===== config.mk =====
export PLATFORM = sky130hd
export DESIGN_NAME = shader_text_tokenizer_unit_flat
export DESIGN_NICKNAME = d
export VERILOG_FILES = /design/src/rtl/sttok_pkg.sv /design/src/rtl/sttok_if.sv /design/src/rtl/sttok_front.sv /design/src/rtl/sttok_queue.sv /design/src/rtl/sttok_back.sv /design/src/rtl/shader_text_tokenizer_unit.sv /design/src/flat_wrapper.sv
export VERILOG_INCLUDE_DIRS = /design/src /design/src/rtl
export SDC_FILE = /design/constraint.sdc
export NUM_CORES = 1
export LEC_CHECK = 0
export ABC_AREA = 0
export BUFFER_PORTS_ARGS = -buffer_cell sky130_fd_sc_hd__buf_2
export CAP_MARGIN = 15
export CORE_ASPECT_RATIO = 0.75
export CORE_MARGIN = 2
export CORE_UTILIZATION = 58
export CTS_BUF_LIST = sky130_fd_sc_hd__clkbuf_2
export CTS_CLUSTER_DIAMETER = 200
export CTS_CLUSTER_SIZE = 12
export DETAILED_ROUTE_END_ITERATION = 10
export PLACE_DENSITY = 0.82
export SETUP_SLACK_MARGIN = 0.15
export SYNTH_ARGS = -nofsm -noshare
export SYNTH_HDL_FRONTEND = slang
export SYNTH_SLANG_ARGS = --single-unit

===== constraint.sdc =====
create_clock -name clk -period 4.2 [get_ports clk]
set_input_delay 0.63 -clock clk [delete_from_list [all_inputs] [get_ports clk]]
set_output_delay 0.63 -clock clk [all_outputs]
set_load 0.05 [all_outputs]

===== src/rtl/shader_text_tokenizer_unit_assert.svh =====
// Assertion macros shared by the tokenizer RTL.
`ifndef SHADER_TEXT_TOKENIZER_UNIT_ASSERT_SVH
`define SHADER_TEXT_TOKENIZER_UNIT_ASSERT_SVH

// Same-cycle implication, sampled at the rising clock edge.
`define STTOK_ASSERT_IMPLY(lbl, clk, rst_n, ante, cons, msg) \
  lbl: assert property (@(posedge clk) disable iff (!rst_n) (ante) |-> (cons)) \
    else $error(msg);

// Next-cycle implication, sampled at the rising clock edge.
`define STTOK_ASSERT_NEXT(lbl, clk, rst_n, ante, cons, msg) \
  lbl: assert property (@(posedge clk) disable iff (!rst_n) (ante) |=> (cons)) \
    else $error(msg);

`endif


===== src/rtl/sttok_pkg.sv =====
package sttok_pkg;

  // Token kinds as they appear on the result channel.
  typedef enum logic [2:0] {
    TK_IDENT   = 3'd0,
    TK_LITERAL = 3'd1,
    TK_PUNCT   = 3'd2,
    TK_ASSIGN  = 3'd3,
    TK_EQUAL   = 3'd4,
    TK_UNKNOWN = 3'd5,
    TK_END     = 3'd6
  } tok_kind_t;

  // Kind of the token that is still growing.
  typedef enum logic [1:0] {
    PK_NONE    = 2'd0,
    PK_IDENT   = 2'd1,
    PK_LITERAL = 2'd2,
    PK_ASSIGN  = 2'd3
  } pend_kind_t;

  // Queue status seen by the front and back ends.
  typedef struct packed {
    logic full;
    logic empty;
  } q_stat_t;

  localparam logic [7:0] CH_PLUS   = 8'h2B;
  localparam logic [7:0] CH_MINUS  = 8'h2D;
  localparam logic [7:0] CH_STAR   = 8'h2A;
  localparam logic [7:0] CH_SLASH  = 8'h2F;
  localparam logic [7:0] CH_LBRACE = 8'h7B;
  localparam logic [7:0] CH_RBRACE = 8'h7D;
  localparam logic [7:0] CH_LPAREN = 8'h28;
  localparam logic [7:0] CH_RPAREN = 8'h29;
  localparam logic [7:0] CH_SEMI   = 8'h3B;
  localparam logic [7:0] CH_DOT    = 8'h2E;
  localparam logic [7:0] CH_EQ     = 8'h3D;
  localparam logic [7:0] CH_UNDER  = 8'h5F;
  localparam logic [7:0] CH_F      = 8'h66;
  localparam logic [7:0] CH_SPACE  = 8'h20;
  localparam logic [7:0] CH_TAB    = 8'h09;
  localparam logic [7:0] CH_CR     = 8'h0D;

  // Entries in the queue between front and back ends.
  localparam int QUEUE_DEPTH = 4;

  // One token: kind, start, length, first byte, done and run-last flags.
  function automatic int tok_bits(input int offset_bits, input int length_bits);
    return 3 + offset_bits + length_bits + 8 + 2;
  endfunction

  // One queue entry: two tokens plus a flag that says both are used.
  function automatic int entry_bits(input int offset_bits, input int length_bits);
    return 1 + 2 * tok_bits(offset_bits, length_bits);
  endfunction

endpackage


===== src/rtl/sttok_if.sv =====
// Input channel: one text byte per transaction.
interface sttok_in_if;
  logic       valid;
  logic       ready;
  logic [7:0] text_byte;
  logic       text_last;

  modport source (output valid, output text_byte, output text_last, input ready);
  modport sink   (input valid, input text_byte, input text_last, output ready);
endinterface

// Result channel: one token per transaction.
interface sttok_out_if #(
  parameter int OFFSET_BITS = 16,
  parameter int LENGTH_BITS = 8
);
  logic                   valid;
  logic                   ready;
  logic [2:0]             token_kind;
  logic [OFFSET_BITS-1:0] token_start;
  logic [LENGTH_BITS-1:0] token_length;
  logic [7:0]             first_byte;
  logic                   text_done;
  logic                   run_last;

  modport source (output valid, output token_kind, output token_start, output token_length,
                  output first_byte, output text_done, output run_last, input ready);
  modport sink   (input valid, input token_kind, input token_start, input token_length,
                  input first_byte, input text_done, input run_last, output ready);
endinterface


===== src/rtl/sttok_front.sv =====
module sttok_front import sttok_pkg::*; #(
  parameter int OFFSET_BITS = 16,
  parameter int LENGTH_BITS = 8,
  localparam int EntryW = entry_bits(OFFSET_BITS, LENGTH_BITS)
) (
  input  logic              clk,
  input  logic              rst_n,
  sttok_in_if.sink          in_ch,
  input  q_stat_t           q_stat,
  output logic              push,
  output logic [EntryW-1:0] push_data
);

  `include "shader_text_tokenizer_unit_assert.svh"

  typedef struct packed {
    tok_kind_t              kind;
    logic [OFFSET_BITS-1:0] start;
    logic [LENGTH_BITS-1:0] length;
    logic [7:0]             first;
    logic                   done;
    logic                   run_last;
  } tok_t;

  typedef struct packed {
    logic two;
    tok_t t1;
    tok_t t0;
  } entry_t;

  localparam logic [OFFSET_BITS-1:0] OffsetMax = '1;
  localparam logic [LENGTH_BITS-1:0] LengthMax = '1;

  pend_kind_t             pend_kind_r,  pend_kind_nxt;
  logic [OFFSET_BITS-1:0] pend_start_r, pend_start_nxt;
  logic [LENGTH_BITS-1:0] pend_len_r,   pend_len_nxt;
  logic [7:0]             pend_first_r, pend_first_nxt;
  logic [OFFSET_BITS-1:0] pos_r,        pos_nxt;

  logic       acc;
  logic [7:0] c;
  logic       last;
  logic       is_space, is_alpha, is_digit, is_punct;
  logic       consumed;
  logic       va, vb, vc, ve;
  tok_t       tok_a, tok_b, tok_c, tok_e;
  pend_kind_t k1;
  logic [OFFSET_BITS-1:0] start1;
  logic [LENGTH_BITS-1:0] len1;
  logic [7:0]             first1;
  entry_t     ent;

  function automatic tok_kind_t flush_kind(input pend_kind_t pk);
    tok_kind_t k;
    case (pk)
      PK_IDENT:   k = TK_IDENT;
      PK_LITERAL: k = TK_LITERAL;
      default:    k = TK_ASSIGN;
    endcase
    return k;
  endfunction

  assign in_ch.ready = !q_stat.full;
  assign acc         = in_ch.valid && in_ch.ready;
  assign c           = in_ch.text_byte;
  assign last        = in_ch.text_last;

  always_comb begin
    is_space = (c == CH_SPACE) || (c inside {[CH_TAB:CH_CR]});
    is_alpha = (c inside {[8'h41:8'h5A], [8'h61:8'h7A]});
    is_digit = (c inside {[8'h30:8'h39]});
    is_punct = (c inside {CH_PLUS, CH_MINUS, CH_STAR, CH_SLASH, CH_LBRACE, CH_RBRACE,
                          CH_LPAREN, CH_RPAREN, CH_SEMI, CH_DOT});

    case (pend_kind_r)
      PK_IDENT:   consumed = is_alpha || (c == CH_UNDER);
      PK_LITERAL: consumed = is_digit || (c == CH_DOT) || (c == CH_F);
      PK_ASSIGN:  consumed = (c == CH_EQ);
      default:    consumed = 1'b0;
    endcase

    // Token closed by this byte, or an equality token completed by it.
    va    = (pend_kind_r != PK_NONE) && (!consumed || (pend_kind_r == PK_ASSIGN));
    tok_a = '0;
    tok_a.start = pend_start_r;
    if (pend_kind_r == PK_ASSIGN && consumed) begin
      tok_a.kind   = TK_EQUAL;
      tok_a.length = LENGTH_BITS'(2);
      tok_a.first  = CH_EQ;
    end else begin
      tok_a.kind   = flush_kind(pend_kind_r);
      tok_a.length = pend_len_r;
      tok_a.first  = pend_first_r;
    end

    // Pending state once this byte has been applied.
    k1     = pend_kind_r;
    start1 = pend_start_r;
    len1   = pend_len_r;
    first1 = pend_first_r;
    vb     = 1'b0;
    tok_b  = '0;
    tok_b.start  = pos_r;
    tok_b.length = LENGTH_BITS'(1);
    tok_b.first  = c;
    tok_b.kind   = TK_PUNCT;
    if (consumed) begin
      if (pend_kind_r == PK_ASSIGN) begin
        k1 = PK_NONE;
      end else if (pend_len_r != LengthMax) begin
        len1 = pend_len_r + 1'b1;
      end
    end else begin
      k1 = PK_NONE;
      if (is_space) begin
        vb = 1'b0;
      end else if (is_punct) begin
        vb = 1'b1;
      end else if (c == CH_EQ || is_alpha || is_digit) begin
        k1     = (c == CH_EQ) ? PK_ASSIGN : (is_alpha ? PK_IDENT : PK_LITERAL);
        start1 = pos_r;
        len1   = LENGTH_BITS'(1);
        first1 = c;
      end else begin
        vb         = 1'b1;
        tok_b.kind = TK_UNKNOWN;
      end
    end

    // End of text flushes whatever is still pending.
    vc    = last && (k1 != PK_NONE);
    tok_c = '0;
    tok_c.kind   = flush_kind(k1);
    tok_c.start  = start1;
    tok_c.length = len1;
    tok_c.first  = first1;

    ve    = last && !va && !vb && !vc;
    tok_e = '0;
    tok_e.kind  = TK_END;
    tok_e.start = pos_r;

    ent = '0;
    if (va)      ent.t0 = tok_a;
    else if (vb) ent.t0 = tok_b;
    else if (vc) ent.t0 = tok_c;
    else         ent.t0 = tok_e;
    ent.two = va && (vb || vc);
    ent.t1  = vb ? tok_b : tok_c;
    if (ent.two) begin
      ent.t1.run_last = 1'b1;
      ent.t1.done     = last;
    end else begin
      ent.t0.run_last = 1'b1;
      ent.t0.done     = last;
    end

    if (last) begin
      pend_kind_nxt  = PK_NONE;
      pend_start_nxt = '0;
      pend_len_nxt   = '0;
      pend_first_nxt = '0;
      pos_nxt        = '0;
    end else begin
      pend_kind_nxt  = k1;
      pend_start_nxt = start1;
      pend_len_nxt   = len1;
      pend_first_nxt = first1;
      pos_nxt        = (pos_r == OffsetMax) ? pos_r : pos_r + 1'b1;
    end
  end

  assign push      = acc && (va || vb || vc || ve);
  assign push_data = ent;

  always_ff @(posedge clk) begin
    if (!rst_n) begin
      pend_kind_r  <= PK_NONE;
      pend_start_r <= '0;
      pend_len_r   <= '0;
      pend_first_r <= '0;
      pos_r        <= '0;
    end else if (acc) begin
      pend_kind_r  <= pend_kind_nxt;
      pend_start_r <= pend_start_nxt;
      pend_len_r   <= pend_len_nxt;
      pend_first_r <= pend_first_nxt;
      pos_r        <= pos_nxt;
    end
  end

  // An end marker is only produced when the final byte yields nothing else.
  `STTOK_ASSERT_IMPLY(a_end_alone, clk, rst_n, push && (ent.t0.kind == TK_END),
                      !ent.two && ent.t0.done, "end marker shares an entry")

endmodule


===== src/rtl/sttok_queue.sv =====
module sttok_queue import sttok_pkg::*; #(
  parameter int WIDTH = 8,
  parameter int DEPTH = 4,
  localparam int PtrW = (DEPTH > 1) ? $clog2(DEPTH) : 1,
  localparam int CntW = $clog2(DEPTH + 1)
) (
  input  logic             clk,
  input  logic             rst_n,
  input  logic             push,
  input  logic [WIDTH-1:0] push_data,
  input  logic             pop,
  output logic [WIDTH-1:0] head_data,
  output q_stat_t          q_stat
);

  `include "shader_text_tokenizer_unit_assert.svh"

  localparam logic [PtrW-1:0] LastPtr = PtrW'(DEPTH - 1);
  localparam logic [CntW-1:0] DepthC  = CntW'(DEPTH);

  logic [WIDTH-1:0] mem_r [DEPTH];
  logic [PtrW-1:0]  wr_ptr_r, wr_ptr_nxt;
  logic [PtrW-1:0]  rd_ptr_r, rd_ptr_nxt;
  logic [CntW-1:0]  count_r,  count_nxt;
  logic             do_push, do_pop;

  assign q_stat.full  = (count_r == DepthC);
  assign q_stat.empty = (count_r == '0);
  assign do_push      = push && !q_stat.full;
  assign do_pop       = pop && !q_stat.empty;
  assign head_data    = mem_r[rd_ptr_r];

  always_comb begin
    wr_ptr_nxt = wr_ptr_r;
    rd_ptr_nxt = rd_ptr_r;
    count_nxt  = count_r;
    if (do_push) wr_ptr_nxt = (wr_ptr_r == LastPtr) ? '0 : wr_ptr_r + 1'b1;
    if (do_pop)  rd_ptr_nxt = (rd_ptr_r == LastPtr) ? '0 : rd_ptr_r + 1'b1;
    if (do_push && !do_pop)      count_nxt = count_r + 1'b1;
    else if (do_pop && !do_push) count_nxt = count_r - 1'b1;
  end

  always_ff @(posedge clk) begin
    if (!rst_n) begin
      wr_ptr_r <= '0;
      rd_ptr_r <= '0;
      count_r  <= '0;
    end else begin
      wr_ptr_r <= wr_ptr_nxt;
      rd_ptr_r <= rd_ptr_nxt;
      count_r  <= count_nxt;
    end
  end

  always_ff @(posedge clk) begin
    if (do_push) mem_r[wr_ptr_r] <= push_data;
  end

  `STTOK_ASSERT_IMPLY(a_count_bound, clk, rst_n, 1'b1, count_r <= DepthC,
                      "queue count above depth")
  `STTOK_ASSERT_NEXT(a_push_grows, clk, rst_n, push && !q_stat.full && !do_pop,
                     count_r == $past(count_r) + 1'b1, "push without pop did not grow queue")

endmodule


===== src/rtl/sttok_back.sv =====
module sttok_back import sttok_pkg::*; #(
  parameter int OFFSET_BITS = 16,
  parameter int LENGTH_BITS = 8,
  localparam int EntryW = entry_bits(OFFSET_BITS, LENGTH_BITS)
) (
  input  logic              clk,
  input  logic              rst_n,
  input  logic [EntryW-1:0] head_data,
  input  q_stat_t           q_stat,
  output logic              pop,
  sttok_out_if.source       out_ch
);

  `include "shader_text_tokenizer_unit_assert.svh"

  typedef struct packed {
    tok_kind_t              kind;
    logic [OFFSET_BITS-1:0] start;
    logic [LENGTH_BITS-1:0] length;
    logic [7:0]             first;
    logic                   done;
    logic                   run_last;
  } tok_t;

  typedef struct packed {
    logic two;
    tok_t t1;
    tok_t t0;
  } entry_t;

  entry_t head;
  tok_t   tok_sel;
  tok_t   out_tok_r;
  logic   out_valid_r, out_valid_nxt;
  logic   sub_r, sub_nxt;
  logic   load;

  always_comb begin
    head    = entry_t'(head_data);
    load    = !q_stat.empty && (!out_valid_r || out_ch.ready);
    tok_sel = sub_r ? head.t1 : head.t0;
    pop     = load && (sub_r || !head.two);
    sub_nxt = load ? (!sub_r && head.two) : sub_r;
    if (load)              out_valid_nxt = 1'b1;
    else if (out_ch.ready) out_valid_nxt = 1'b0;
    else                   out_valid_nxt = out_valid_r;
  end

  always_ff @(posedge clk) begin
    if (!rst_n) begin
      out_valid_r <= 1'b0;
      sub_r       <= 1'b0;
    end else begin
      out_valid_r <= out_valid_nxt;
      sub_r       <= sub_nxt;
    end
  end

  always_ff @(posedge clk) begin
    if (load) out_tok_r <= tok_sel;
  end

  assign out_ch.valid        = out_valid_r;
  assign out_ch.token_kind   = out_tok_r.kind;
  assign out_ch.token_start  = out_tok_r.start;
  assign out_ch.token_length = out_tok_r.length;
  assign out_ch.first_byte   = out_tok_r.first;
  assign out_ch.text_done    = out_tok_r.done;
  assign out_ch.run_last     = out_tok_r.run_last;

  // The second token is only selected while a two-token entry is at the head.
  `STTOK_ASSERT_IMPLY(a_sub_two, clk, rst_n, sub_r, !q_stat.empty && head.two,
                      "second token selected without a two-token entry")

endmodule


===== src/rtl/shader_text_tokenizer_unit.sv =====
// Streaming shader-text tokenizer. Each input transaction carries one byte of
// source text and a flag for the final byte; each output transaction carries
// one token: its kind, start offset (saturating), length (saturating at the
// top of LENGTH_BITS, zero for the end marker), first byte, a text-done flag
// on the final token of the text and a run-last flag on the last token caused
// by a byte. Whitespace is dropped, identifiers and literals are held until a
// byte ends them, and at the final byte any pending token is flushed; if the
// final byte yields no token, an end marker is sent instead. Timing: the block
// takes one byte per cycle while its four-entry token queue has room; a byte's
// tokens are written into that queue and then loaded into the output register.
// A byte yields up to two tokens and the output register sends one token per
// cycle while the receiver is ready, so the sustained rate is set by the output.
module shader_text_tokenizer_unit import sttok_pkg::*; #(
  parameter int OFFSET_BITS = 16,
  parameter int LENGTH_BITS = 8
) (
  input  logic        clk,
  input  logic        rst_n,
  sttok_in_if.sink    in_ch,
  sttok_out_if.source out_ch
);

  `include "shader_text_tokenizer_unit_assert.svh"

  localparam int EntryW = entry_bits(OFFSET_BITS, LENGTH_BITS);

  // Front end to queue: a push carries every token one byte produced.
  logic              push;
  logic [EntryW-1:0] push_data;

  // Queue to back end: the oldest entry and the pop that retires it.
  logic              pop;
  logic [EntryW-1:0] head_data;
  q_stat_t           q_stat;

  // The front end classifies each byte, tracks the pending token and the
  // text offset, and turns the byte into zero, one or two tokens.
  sttok_front #(
    .OFFSET_BITS (OFFSET_BITS),
    .LENGTH_BITS (LENGTH_BITS)
  ) u_front (
    .clk       (clk),
    .rst_n     (rst_n),
    .in_ch     (in_ch),
    .q_stat    (q_stat),
    .push      (push),
    .push_data (push_data)
  );

  // The queue decouples input from output so that an output stall does not
  // stop input transactions until the queue fills.
  sttok_queue #(
    .WIDTH (EntryW),
    .DEPTH (QUEUE_DEPTH)
  ) u_queue (
    .clk       (clk),
    .rst_n     (rst_n),
    .push      (push),
    .push_data (push_data),
    .pop       (pop),
    .head_data (head_data),
    .q_stat    (q_stat)
  );

  // The back end sends the tokens of each entry in order through a
  // registered output stage.
  sttok_back #(
    .OFFSET_BITS (OFFSET_BITS),
    .LENGTH_BITS (LENGTH_BITS)
  ) u_back (
    .clk       (clk),
    .rst_n     (rst_n),
    .head_data (head_data),
    .q_stat    (q_stat),
    .pop       (pop),
    .out_ch    (out_ch)
  );

  // The final token of a text is always the last token of its byte.
  `STTOK_ASSERT_IMPLY(a_done_is_run_last, clk, rst_n, out_ch.valid && out_ch.text_done,
                      out_ch.run_last, "text done without run last")

endmodule

===== src/flat_wrapper.sv =====
// flat-port wrapper written by rule: the top's interface ports become plain ports
module shader_text_tokenizer_unit_flat import sttok_pkg::*;
#(
  parameter int OFFSET_BITS = 16,
  parameter int LENGTH_BITS = 8
)
  (clk, rst_n, in_ch_valid, in_ch_text_byte, in_ch_text_last, in_ch_ready, out_ch_valid, out_ch_token_kind, out_ch_token_start, out_ch_token_length, out_ch_first_byte, out_ch_text_done, out_ch_run_last, out_ch_ready);
  sttok_in_if in_ch_i ();
  sttok_out_if #(.OFFSET_BITS(OFFSET_BITS), .LENGTH_BITS(LENGTH_BITS)) out_ch_i ();
  input  logic clk;
  input  logic rst_n;
  input wire logic [$bits(in_ch_i.valid)-1:0] in_ch_valid;
  input wire logic [$bits(in_ch_i.text_byte)-1:0] in_ch_text_byte;
  input wire logic [$bits(in_ch_i.text_last)-1:0] in_ch_text_last;
  output wire logic [$bits(in_ch_i.ready)-1:0] in_ch_ready;
  output wire logic [$bits(out_ch_i.valid)-1:0] out_ch_valid;
  output wire logic [$bits(out_ch_i.token_kind)-1:0] out_ch_token_kind;
  output wire logic [$bits(out_ch_i.token_start)-1:0] out_ch_token_start;
  output wire logic [$bits(out_ch_i.token_length)-1:0] out_ch_token_length;
  output wire logic [$bits(out_ch_i.first_byte)-1:0] out_ch_first_byte;
  output wire logic [$bits(out_ch_i.text_done)-1:0] out_ch_text_done;
  output wire logic [$bits(out_ch_i.run_last)-1:0] out_ch_run_last;
  input wire logic [$bits(out_ch_i.ready)-1:0] out_ch_ready;
  assign in_ch_i.valid = in_ch_valid;
  assign in_ch_i.text_byte = in_ch_text_byte;
  assign in_ch_i.text_last = in_ch_text_last;
  assign in_ch_ready = in_ch_i.ready;
  assign out_ch_valid = out_ch_i.valid;
  assign out_ch_token_kind = out_ch_i.token_kind;
  assign out_ch_token_start = out_ch_i.token_start;
  assign out_ch_token_length = out_ch_i.token_length;
  assign out_ch_first_byte = out_ch_i.first_byte;
  assign out_ch_text_done = out_ch_i.text_done;
  assign out_ch_run_last = out_ch_i.run_last;
  assign out_ch_i.ready = out_ch_ready;
  shader_text_tokenizer_unit #(.OFFSET_BITS(OFFSET_BITS), .LENGTH_BITS(LENGTH_BITS)) u_core (.clk(clk), .rst_n(rst_n), .in_ch(in_ch_i), .out_ch(out_ch_i));
endmodule

# After elaboration in Yosys (flattened, before gate mapping)
# Memories as Yosys holds them, arrays and structs flattened. A register that Yosys moved wholly into a read port is not among the register bits.
# Cells that the tools add are included.
# op_classes
addsub,6
order_cmp,8
eq_ne,25
muxes,57
n_reduce_logical,52
# ops
cell,n
$mux 37,5
$mux 16,8
$mux 8,12
$eq 8x6->1 const B,10
$eq 8x7->1 const B,4
$mux 2,14
$mux 3,7
$logic_and 1x1->1,20
$add 16x1->16 const B,1
$eq 16x16->1 const B,1
$ge 8x7->1 const B,2
$le 8x7->1 const B,2
$logic_or 1x1->1,13
$logic_not 1->1,11
$eq 2x2->1 const B,5
$reduce_bool 10->1,1
$reduce_bool 2->1,5
$add 8x1->8 const B,1
$ge 8x4->1 const B,1
$ge 8x6->1 const B,1
$le 8x4->1 const B,1
$le 8x6->1 const B,1
$mux 1,8
$ne 8x8->1 const B,1
other kinds (10),13
# totals
ff_bits,96
ramBits,300
input_bits,13
out_inout_bits,39
mem_count,1
# memory_table
memory,depth,width,read_ports,rd_ports_with_merged_regs,write_ports,line,rtl
u_core.u_queue.mem_r,4,75,1,1,1,sttok_queue.sv:21,logic [WIDTH-1:0] mem_r [DEPTH];

# Logic depth before layout (Yosys ltp)
# depth
word_depth,20
mapped_depth,16

# By module
# From an unflattened synthesis, not the netlist that was laid out.
# unflattened
cells_unflattened,1012
area_unflattened_um2,16709.8
# modules_own_cells
module,n_inst,cells_each,area_each_um2,seq_area_each_um2
sttok_queue,1,442,11293.3,9188.8
sttok_front,1,481,3732.3,1001.0
sttok_back,1,89,1684.1,1151.1

# Worst setup path after synthesis
# No wires, ideal clock.
# synth_timing
path_kind,input to register
startpoint,in in_ch_text_byte[0]
endpoint,"mem u_core.u_queue.mem_r[0][0] (netlist bit), enable pin"
arrival_ps,3982
required_ps,3760
path_slack_ps,-222
path_stages,7
cell_sequence,clkbuf_2 > or4_4 > o22ai_2 > o21a_1 > o211ai_1 > a21oi_2 > and2_1
# synth_between
elab_chain_len,18
# synth_lines
element,line,rtl
from (decl),flat_wrapper.sv:13,input wire logic [$bits(in_ch_i.text_byte)-1:0] in_ch_text_byte;
$ge 8x7->1 or $le 8x7->1 (tied branches),sttok_front.sv:70,"is_alpha = (c inside {[8'h41:8'h5A], [8'h61:8'h7A]});"
$logic_and 1x1->1,sttok_front.sv:70,
$reduce_bool 2->1,sttok_front.sv:70,
$mux 2 or $logic_or 1x1->1 (tied branches) (2 in a row),"sttok_front.sv:120, sttok_front.sv:119",
$mux 2,sttok_front.sv:119,end else if (c == CH_EQ || is_alpha || is_digit) begin
$mux 2,sttok_front.sv:117,end else if (is_punct) begin
$mux 2,sttok_front.sv:115,if (is_space) begin
$mux 2,sttok_front.sv:107,if (consumed) begin
[2 not listed],n/a,
$logic_not 1->1,sttok_front.sv:138,ve = last && !va && !vb && !vc;
$logic_and 1x1->1,sttok_front.sv:138,
$logic_or 1x1->1 (*),sttok_front.sv:173,assign push = acc && (va || vb || vc || ve);
$logic_and 1x1->1 (*),sttok_front.sv:173,
$logic_and 1x1->1 (*),sttok_queue.sv:29,assign do_push = push && !q_stat.full;
net u_core.u_queue.do_push,sttok_queue.sv:25,"logic do_push, do_pop;"
$mux 1 (*),sttok_queue.sv:56,if (do_push) mem_r[wr_ptr_r] <= push_data;
$mux 1 (not written as such) (*),sttok_queue.sv:56,
to (decl),sttok_queue.sv:21,
# Mark *: on every way through the listed nets, which the timed path passes. The rest lies on a longest branch.

# Worst setup path after layout
# layout_timing
startpoint,reg u_core.u_front.pend_kind_r[1]
endpoint,"mem u_core.u_queue.mem_r[0][2] (netlist bit), data pin"
# layout_between
elab_chain_len,8
# layout_lines
element,line,rtl
from (decl),sttok_front.sv:34,"pend_kind_t pend_kind_r, pend_kind_nxt;"
from (signal assigned),sttok_front.sv:184,pend_kind_r <= pend_kind_nxt;
$eq 2x2->1 (tied with other cells),n/a,
$pmux 1 s3 or $mux 2 (tied branches),"sttok_front.sv:75, sttok_front.sv:108",
$mux 2,sttok_front.sv:107,
$reduce_bool 2->1,sttok_front.sv:131,vc = last && (k1 != PK_NONE);
$logic_and 1x1->1,sttok_front.sv:131,
$mux 37,sttok_front.sv:146,else if (vc) ent.t0 = tok_c;
$mux 37,sttok_front.sv:145,else if (vb) ent.t0 = tok_b;
$mux 37 (*),sttok_front.sv:144,if (va) ent.t0 = tok_a;
net u_core.push_data[2],shader_text_tokenizer_unit.sv:29,logic [EntryW-1:0] push_data;
# Marks and branches as above.

==> impl_metrics.csv <==
group,metric,value,unit
status,outcome,"finished clean",
routing,drc_errors,0,
job,drv_cap,0,
synthesis,synth_top_family_by_area,"multiplexers",
synthesis,synth-compound-area-share,0.0598,
layout,mostFrequentLayoutCell,"edfxtp_1",
timing,setup_tns,0,ns
layout,multi_input_area,4930,um^2
synthesis,synth_top_flop_cell,"edfxtp_1",
floorplan,ioPinCount,52,
synthesis,synth_nets,1121,
grt,grt_pass1_wl,53900,um
floorplan,initial_core_util,0.590,
synthesis,synthAdderAreaFrac,0.0126,
timing,clock_skew,0.0830,ns
synthesis,yosysTopAreaCell,"edfxtp_1",
synthesis,synth_top_area_frac,0.606,
timing,worst_pin_slew,0.965,ns
setup_path,end_kind,"register",
grt,grt_use_total,0.241,
clock_tree,clk_pin_slew,0.26,ns
timing,slew_headroom,0.347,
pwr,ir_drop,0.000822,V
routing,drt.antenna.violating_nets,0,
timing,setup_ws,0.371,ns
synthesis,netlist_instances,1092,
grt,grt_max_degree,47,
routing,drt_wl_total,34600,um
synthesis,synth_xor_xnor_area_share,0.00690,
routing,initialDrtViolationCount,934,
timing,finalCriticalPeriod,3.83,ns
timing,slew_violations,0,
grt,antenna_found_initial,2,
synthesis,async_reset_ff_frac,0,
floorplan,die_w,199,um
synthesis,synth.area.mux_share,0.119,
setup_path,cp.arrival,4.46,ns
clock_tree,cts_buffer_depth,3,
clock_tree,clock-root-buffer,"clkbuf_2",
layout,register_area,11200,um^2
layout,area_growth,7.17,%
routing,drt_pre_antenna_iters,5,
layout,final_cells,1568,
setup_path,path_max_fanout,13,
timing,fmax,0.261,GHz
clock_tree,post_cts_hold_buffer_count,0,
pwr,power.density,537,nW/um^2
timing,hold_viol,0,
synthesis,avgSynthCellArea,15.1,um^2
floorplan,coreArea,28000,um^2
layout,drive_above_1_share,0.234,
layout,final_nets,1182,
synthesis,synth_warnings,0,
clock_tree,cts_buffers,38,
floorplan,fp.dieH,150,um
place,dp.cells,1498,
routing,vias,9619,
floorplan,rows,53,
place,portBuffers,51,
timing,setup_viol,0,
clock_tree,clock-sinks,394,
timing,fin_crit_sh,0.912,
synthesis,yosys.area_share.simple,0.0990,
synthesis,synth_seq_area_share,0.680,
place,place_ws,0.0853,ns
setup_path,worstSetupPathType,"reg -> reg",
setup_path,worstPathRequired,4.83,ns
timing,timing.hold.ws,0.0870,ns
synthesis,synth-seq-cells,394,
clock_tree,ctsResizeCount,0,
grt,grt_pass1_vias,9451,
pwr,p_leak,6.21,nW
place,hpwl,22000,um
grt,grt-ovfl-total,0,
routing,wire_per_inst,22.0,um
timing,rsz0062_at_grt,"no",
clock_tree,cts-htree-levels,2,
layout,final_cell_mix,"333 x edfxtp_1, 204 x nand2_1, 74 x mux4_2",
synthesis,synth-edff-count,333,
setup_path,cp-start-kind,"register",
synthesis,synth_area_leaders,"edfxtp_1 61%, mux4_2 10%, dfxtp_1 7.4%, nand2_1 4.6%, mux2_2 1.2%",
synthesis,synth.distinct_cells,80,
floorplan,dieArea,29800,um^2
layout,fill_cells,2066,
clock_tree,clock_latency,0.88,ns
clock_tree,cts_tree,"yes",
clock_tree,post-cts-setup-buffers,0,
routing,via_per_inst,6.13,
synthesis,netlist_area,16500,um^2
place,place.gp.congestion,0.992,
hold_path,min-delay-path-class,"in -> reg",
metal layers:
| metal | share of wire | up-vias | GRT usage |
|---|---|---|---|
| li1 | - | 4299 | - |
| met1 | 0.45 | 4875 | 0.372 |
| met2 | 0.45 | 392 | 0.369 |
| met3 | 0.078 | 53 | 0.0349 |
| met4 | 0.016 | 0 | 0.0560 |
| met5 | 0 | - | 0 |
cell type report:
| type | count | share of cell area |
|---|---|---|
| timing repair buffer | 81 | 0.0335 |
| tap | 385 | 0.0272 |
| clock buffer | 65 | 0.0184 |
| inverter | 26 | 0.00552 |
| antenna | 2 | 0.000283 |
| sequential | 394 | 0.635 |
| clock inverter | 3 | 0.000849 |
| multi-input combinational | 612 | 0.279 |
kinds of logic after synthesis:
group / Yosys count
AO/OA/AOI/OAI: 137
XOR/XNOR: 13
multiplexers: 102
AND/OR/NAND/NOR: 344
buffers and inverters: 86
adder cells (fa/ha/maj): 16
flip-flops: 394
power by group:
| group | internal, W | total (W) | leakage [nW] | switching, W |
|---|---|---|---|---|
| combinational | 0.00101 | 0.00295 | 2.21 | 0.00194 |
| clock | 0.000395 | 0.00157 | 0.276 | 0.00117 |
| sequential | 0.00483 | 0.00498 | 3.73 | 0.000152 |
registers in the layout, indices dropped and copies added, names as in the netlist, named ones only:
register	count
u_core.u_queue.mem_r	296
u_core.u_back.out_ch.token_start	16
u_core.u_front.pend_start_r	16
u_core.u_front.pos_r	16
u_core.u_back.out_ch.first_byte	8
u_core.u_back.out_ch.token_length	8
u_core.u_front.pend_first_r	8
u_core.u_front.pend_len_r	8
u_core.u_back.out_ch.token_kind	3
u_core.u_queue.count_r	3
u_core.u_front.pend_kind_r	2
u_core.u_queue.rd_ptr_r	2
u_core.u_queue.wr_ptr_r	2
u_core.u_back.out_ch.run_last	1
u_core.u_back.out_ch.text_done	1
u_core.u_back.out_ch.valid	1
u_core.u_back.sub_r	1
cell usage after synthesis, types with 3 or more instances:
master	count
nor2b_1	4
and3_1	3
buf_2	10
o21a_1	3
or4_1	6
nand4bb_1	3
nand3b_1	3
o22ai_1	4
buf_1	14
xor2_1	9
and2_1	13
xnor2_1	4
a22o_1	23
o21ai_0	31
nand3_1	19
inv_1	26
o211ai_1	4
nor2_1	38
a21oi_1	27
or3_1	5
dfxtp_1	61
a21oi_2	3
mux2i_1	10
nand2b_1	3
nand2_1	204
mux4_2	74
a21o_1	3
a31oi_1	7
nand4_1	8
edfxtp_1	333
clkbuf_1	30
mux2_2	18
nor3b_1	3
o31ai_1	5
nor3_1	8
ha_1	15
buf_6	3
worst paths after layout:
kind                                   from                              to  slack [ns]  cells after the start
max           u_core.u_front.pend_kind_r[1]      u_core.u_queue.mem_r[0][2]        0.37                     13
min                            out_ch_ready      u_core.u_back.out_ch.valid        0.09                      4
max reg2reg   u_core.u_front.pend_kind_r[1]      u_core.u_queue.mem_r[0][2]        0.37                     13
min reg2reg  u_core.u_front.pend_first_r[7]  u_core.u_front.pend_first_r[7]        0.51                      1
worst max-delay path: stages, from the launching register on:
cell and delay (ns):
dfxtp_1 0.42, inv_1 0.11, ha_1 0.28, and4b_1 0.22, nand4_1 0.14, o211a_2 0.21, a21o_4 0.29, nand2_1 0.07
o21ai_0 0.16, ha_1 0.29, nor2b_1 0.38, o211ai_1 0.16, a22o_1 0.36, o21ai_0 0.48
stage by stage:
step	utilization	total power, W	area, um^2
CTS	0.632	0.00957	17700
detailed placement	0.619	0.00804	17300
global route	0.632	0.00996	17700
finish	0.632	0.00949	17700
global placement	0.619	0.00799	17300
floorplan	-	0.00726	16500
(Power assumes the default switching activity.)
